## src/hdl/mmrs_pkg.sv

```systemverilog
// shared types and constants for the row-stream matrix multiplier
`default_nettype none

package mmrs_pkg;

   // default matrix size and field widths
   localparam int COLS_DEFAULT = 2;
   localparam int VALUE_W      = 32;
   localparam int SUM_W        = 64;

   // item function codes
   localparam logic FUNC_LOAD_B = 1'b0;
   localparam logic FUNC_ELEM_A = 1'b1;

   // control broadcast from the sequencer to every column cell
   typedef struct packed {
      logic a_go;       // an A element is taken this cycle
      logic s1_adv;     // product stage hands its beat to the accumulators
      logic s1_last;    // the product stage beat closes a row
      logic load_sums;  // final sums drop into the drain chain
      logic shift;      // drain chain moves one place toward the output
   } mmrs_ctl_type;

endpackage

`default_nettype wire

```

## src/hdl/mmrs_cell.sv

```systemverilog
// one column cell: B column store, multiply, accumulate and drain slot
`default_nettype none

module mmrs_cell #(
   parameter int COLS = 2,
   parameter int KW   = 1
) (
   input  wire logic                        clock,
   input  wire logic                        reset,
   input  wire mmrs_pkg::mmrs_ctl_type      ctl,
   input  wire logic                        b_we,
   input  wire logic [KW-1:0]               b_widx,
   input  wire logic [mmrs_pkg::VALUE_W-1:0] value,
   input  wire logic [KW-1:0]               k,
   input  wire logic [mmrs_pkg::SUM_W-1:0]  slot_nbr,
   output logic [mmrs_pkg::SUM_W-1:0]       slot
);
   import mmrs_pkg::*;

   logic [VALUE_W-1:0] b_col_ff [COLS];
   logic [VALUE_W-1:0] b_rd;
   logic [SUM_W-1:0]   prod_ff;
   logic [SUM_W-1:0]   prod_in;
   logic [SUM_W-1:0]   acc_ff;
   logic [SUM_W-1:0]   sum_fin;
   logic [SUM_W-1:0]   slot_ff;

   // column of B, one entry per row
   always_ff @(posedge clock) begin
      if (b_we) begin
         b_col_ff[b_widx] <= value;
      end
   end

   // product of the A element with row k of this column
   assign b_rd    = b_col_ff[k];
   assign prod_in = {{(SUM_W-VALUE_W){1'b0}}, value} * {{(SUM_W-VALUE_W){1'b0}}, b_rd};

   always_ff @(posedge clock) begin
      if (ctl.a_go) begin
         prod_ff <= prod_in;
      end
   end

   // running column sum, cleared once a row closes
   assign sum_fin = acc_ff + prod_ff;

   always_ff @(posedge clock) begin
      if (reset) begin
         acc_ff <= '0;
      end else if (ctl.s1_adv) begin
         if (ctl.s1_last) begin
            acc_ff <= '0;
         end else begin
            acc_ff <= sum_fin;
         end
      end
   end

   // drain slot, fed from the neighbor cell while results go out
   always_ff @(posedge clock) begin
      if (ctl.load_sums) begin
         slot_ff <= sum_fin;
      end else if (ctl.shift) begin
         slot_ff <= slot_nbr;
      end
   end

   assign slot = slot_ff;

endmodule

`default_nettype wire

```

## config.mk

```make
export PLATFORM = sky130hd
export DESIGN_NAME = mmrs_cell
export DESIGN_NICKNAME = d
export VERILOG_FILES = /design/src/hdl/mmrs_pkg.sv /design/src/hdl/mmrs_cell.sv
export SDC_FILE = /design/constraint.sdc
export NUM_CORES = 2
export LEC_CHECK = 0
export BUFFER_PORTS_ARGS = -buffer_cell sky130_fd_sc_hd__buf_2
export CAP_MARGIN = 5
export CORE_ASPECT_RATIO = 1.2
export CORE_UTILIZATION = 60
export CTS_BUF_LIST = sky130_fd_sc_hd__clkbuf_4 sky130_fd_sc_hd__clkbuf_8
export DETAILED_ROUTE_END_ITERATION = 6
export PLACE_DENSITY = 0.84
export SLEW_MARGIN = 20
export SYNTH_ARGS = -nofsm -noshare
export SYNTH_HDL_FRONTEND = slang
export SYNTH_SLANG_ARGS = --single-unit
```

## constraint.sdc

```tcl
create_clock -name clock -period 10.09 [get_ports clock]
set_input_delay 1.009 -clock clock [delete_from_list [all_inputs] [get_ports clock]]
set_output_delay 1.009 -clock clock [all_outputs]
set_load 0.02 [all_outputs]
```

==> flow_summary.rst <==
.. list-table::
   :header-rows: 1

   * - Metric
     - Value
   * - Worst hold slack after final layout
     - 0.485 ns
   * - Share of cell area taken by muxes after synthesis
     - 0.0227
   * - Core area
     - 75,400 sq um
   * - Share of the clock period used by the worst path
     - 0.904
   * - Highest-count cells in the layout ignoring fill and taps
     - sky130_fd_sc_hd__inv_1, sky130_fd_sc_hd__fa_1, sky130_fd_sc_hd__and2_1
   * - TNS Setup
     - 0 ns
   * - Endpoint required time on the critical path
     - 10.46 ns
   * - Adder-cell share of the synthesized area
     - 0.478
   * - Starting utilization of the core area
     - 0.611
   * - Most common cell after layout, fill and taps aside
     - sky130_fd_sc_hd__inv_1
   * - Number of levels in the clock H-tree
     - 2
   * - I/O pins
     - 170
   * - Syn Area/Cell
     - 9.69 sq um
   * - Dominant combinational cell family by area after synthesis
     - adder cells
   * - Maximum root-to-sink buffer count
     - 3
   * - Clock Tree Root
     - sky130_fd_sc_hd__clkbuf_8
   * - Clock buffers created by TritonCTS
     - 42
   * - Cell repeated most along the worst path
     - sky130_fd_sc_hd__fa_1
   * - Sequential fraction of the synthesis area
     - 0.153
   * - Count of buffers inserted at the top-level ports
     - 169
   * - Die Span Y
     - 305 um
   * - Antenna violations before repair
     - 4
   * - Combined global-route utilization of all metal layers
     - 0.319
   * - Number of failing setup endpoints in the final timing report
     - 0
   * - Critical path fanouts, max
     - 23
   * - Post-synthesis compound-gate area fraction
     - 0.0679
   * - Data arrival time of the critical path
     - 9.49 ns
   * - Count of nets left with antenna violations after detail routing
     - 0
   * - Via count of the first global-routing pass
     - 36,000
   * - Yosys top cell area share
     - 0.390
   * - Synth cell types
     - 76
   * - Area share of xor/xnor cells in the synthesized design
     - 0.0236
   * - Area growth from synthesis to final layout
     - 5.27%
   * - Largest net degree at the start of global routing
     - 65
   * - Post-synthesis sequential element count
     - 256
   * - Count of maximum capacitance violations
     - 0
   * - Fin util
     - 0.643
   * - Setup repair after global routing missed its margin
     - no
   * - Iter 0 DRT Violations
     - 2,302
   * - Syn Nets
     - 6,080
   * - Estimated wirelength of the detail-placed design
     - 92,400 um
   * - Max-slew headroom at the worst pin
     - 0.343
   * - Placement row count
     - 110
   * - Clock transition time at the flip-flop clock pins of the worst setup and hold paths
     - 0.05 ns
   * - Global-route wire length before repair
     - 190,000 um
   * - Synthesized-area fraction occupied by and/or/nand/nor cells
     - 0.155
   * - Final Hold Viols
     - 0
   * - Number of clock sinks
     - 256
   * - Pre-antenna DRT Iters
     - 6
   * - Number of enable-type register cells in the synthesized netlist
     - 192
   * - Width of the die
     - 255 um
   * - Mapped Area
     - 46,100 sq um
   * - Clock tree from TritonCTS
     - yes
   * - Aggregate routed wire length
     - 119,000 um
   * - Maximum clock skew at final layout
     - 0.0422 ns
   * - Hold bufs inserted after CTS
     - 0
   * - Post-cts gate resize count
     - 0
   * - Ratio of routed vias to standard cells
     - 5.76
   * - Clk Latency, worst-skew pair
     - 0.67 ns
   * - Gpl congestion
     - 0.963
   * - Total die area
     - 77,900 sq um
   * - Slowest CP cell
     - sky130_fd_sc_hd__fa_1
   * - Synth area leaders
     - sky130_fd_sc_hd__fa_1, sky130_fd_sc_hd__edfxtp_1, sky130_fd_sc_hd__ha_1, sky130_fd_sc_hd__and2_1, sky130_fd_sc_hd__inv_1
   * - WL per Instance
     - 20.6 um
   * - Proportion of layout cells with a drive suffix above 1
     - 0.0881
   * - Pin slew with the least headroom to its limit
     - 0.985 ns
   * - Status
     - finished, final reports clean
   * - Net count, final
     - 6,084
   * - Via total after detailed routing
     - 33,400
   * - Kind of critical path
     - primary input to flip-flop
   * - Post-detailed-route DRC marker count
     - 0
   * - Longest individual stage delay on the worst path
     - 0.59 ns
   * - Instance count of the mapped netlist
     - 4,751
   * - Sum of overflow across all layers after global routing
     - 0
   * - Startpoint Class
     - primary input
   * - Cell taking the most area after synthesis
     - sky130_fd_sc_hd__fa_1
   * - Maximum clock frequency
     - 0.110 GHz
   * - Synth warnings
     - 0
   * - Proportion of synthesized flip-flops having asynchronous set or reset
     - 0
   * - Min Clock Period, post-route
     - 9.12 ns
   * - Post-CTS setup-driven buffer insertion count
     - 0
   * - Final slew viol count
     - 0
   * - Type of the tightest min-delay check
     - flip-flop to flip-flop
   * - Synth Flop Type
     - sky130_fd_sc_hd__edfxtp_1
   * - CP Capture Type
     - flip-flop
==> cell type report <==
cell class | count | area [sq um]
multi-input cells | 3303 | 34400
diodes | 2 | 5.00
clock inverters | 15 | 186
repair buffers | 229 | 1310
well taps | 1008 | 1260
fillers | 5998 | 26900
inverters | 923 | 3460
flip-flops and latches | 256 | 7050
clock buffers | 63 | 761
==> kinds of logic after synthesis <==
kind of cell / count (synthesis)
AOI/OAI and AO/OA: 487
xor gates and xnor gates: 124
adders and majority gates: 1223
buffers and inverters: 1192
DFF: 256
muxes: 93
and+or+nand+nor: 1376
==> path summary, 6_finish.rpt <==
| path | cells past startpoint | slack [ns] | end | startpoint |
|---|---|---|---|---|
| hold reg to reg | 1 | 0.49 | acc_ff[59]$_SDFFE_PP0P_ | acc_ff[59]$_SDFFE_PP0P_ |
| hold / removal | 1 | 0.49 | acc_ff[59]$_SDFFE_PP0P_ | acc_ff[59]$_SDFFE_PP0P_ |
| setup / recovery | 27 | 0.97 | prod_ff[57]$_DFFE_PP_ | k |
| setup reg to reg | 28 | 1.42 | prod_ff[58]$_DFFE_PP_ | b_col_ff[0][2]$_DFFE_PP_ |
==> routing by layer <==
metal / share of wire / GRT usage
met5: 0.00021 / 0
met4: 0.051 / 0.150
met3: 0.10 / 0.0842
met2: 0.48 / 0.523
met1: 0.37 / 0.391
==> critical path: cells and delay by family <==
kind / cells / cell delay, ns
fa+ha+maj: 9 / 4.57
xor+xnor: 1 / 0.17
mux: 1 / 0.58
buf+inv: 6 / 1.00
simple gates: 5 / 0.98
compound gates: 5 / 1.13
==> stage by stage <==
stage	setup WS, ns	instances	area (sq um)
6_report	0.970	5799	48500
5_1_grt	0.575	5799	48500
4_1_cts	1.07	5797	48500
3_5_place_dp	0.402	5719	47500
3_3_place_gp	0.555	5719	47500
2_1_floorplan	0.988	4751	46100
==> sequential cells by signal (all words and copies together), names as in the netlist <==
| register | flops |
|---|---|
| slot | 64 |
| acc_ff | 64 |
| prod_ff | 64 |
| b_col_ff | 64 |
==> synthesized netlist by cell type (all sizes together) (3+ instances only) <==
cell type / n
a2111oi: 3
a211o: 4
a211oi: 17
a21boi: 4
a21o: 63
a21oi: 179
a22o: 34
a31oi: 13
and2: 632
and3: 11
buf: 16
clkbuf: 249
dfxtp: 64
edfxtp: 192
fa: 897
ha: 326
inv: 923
mux2: 91
nand2: 483
nand2b: 13
nand3: 19
nand4: 37
nor2: 96
nor2b: 46
nor3: 12
nor4: 4
o211ai: 9
o21a: 11
o21ai: 81
o21bai: 29
o22ai: 4
o311ai: 4
o31ai: 13
or2: 8
or3: 8
xnor2: 77
xor2: 47
Power is left out: the tool's default activity adds up to more than one toggle a clock period on the data nets, which glitch-free logic cannot reach.
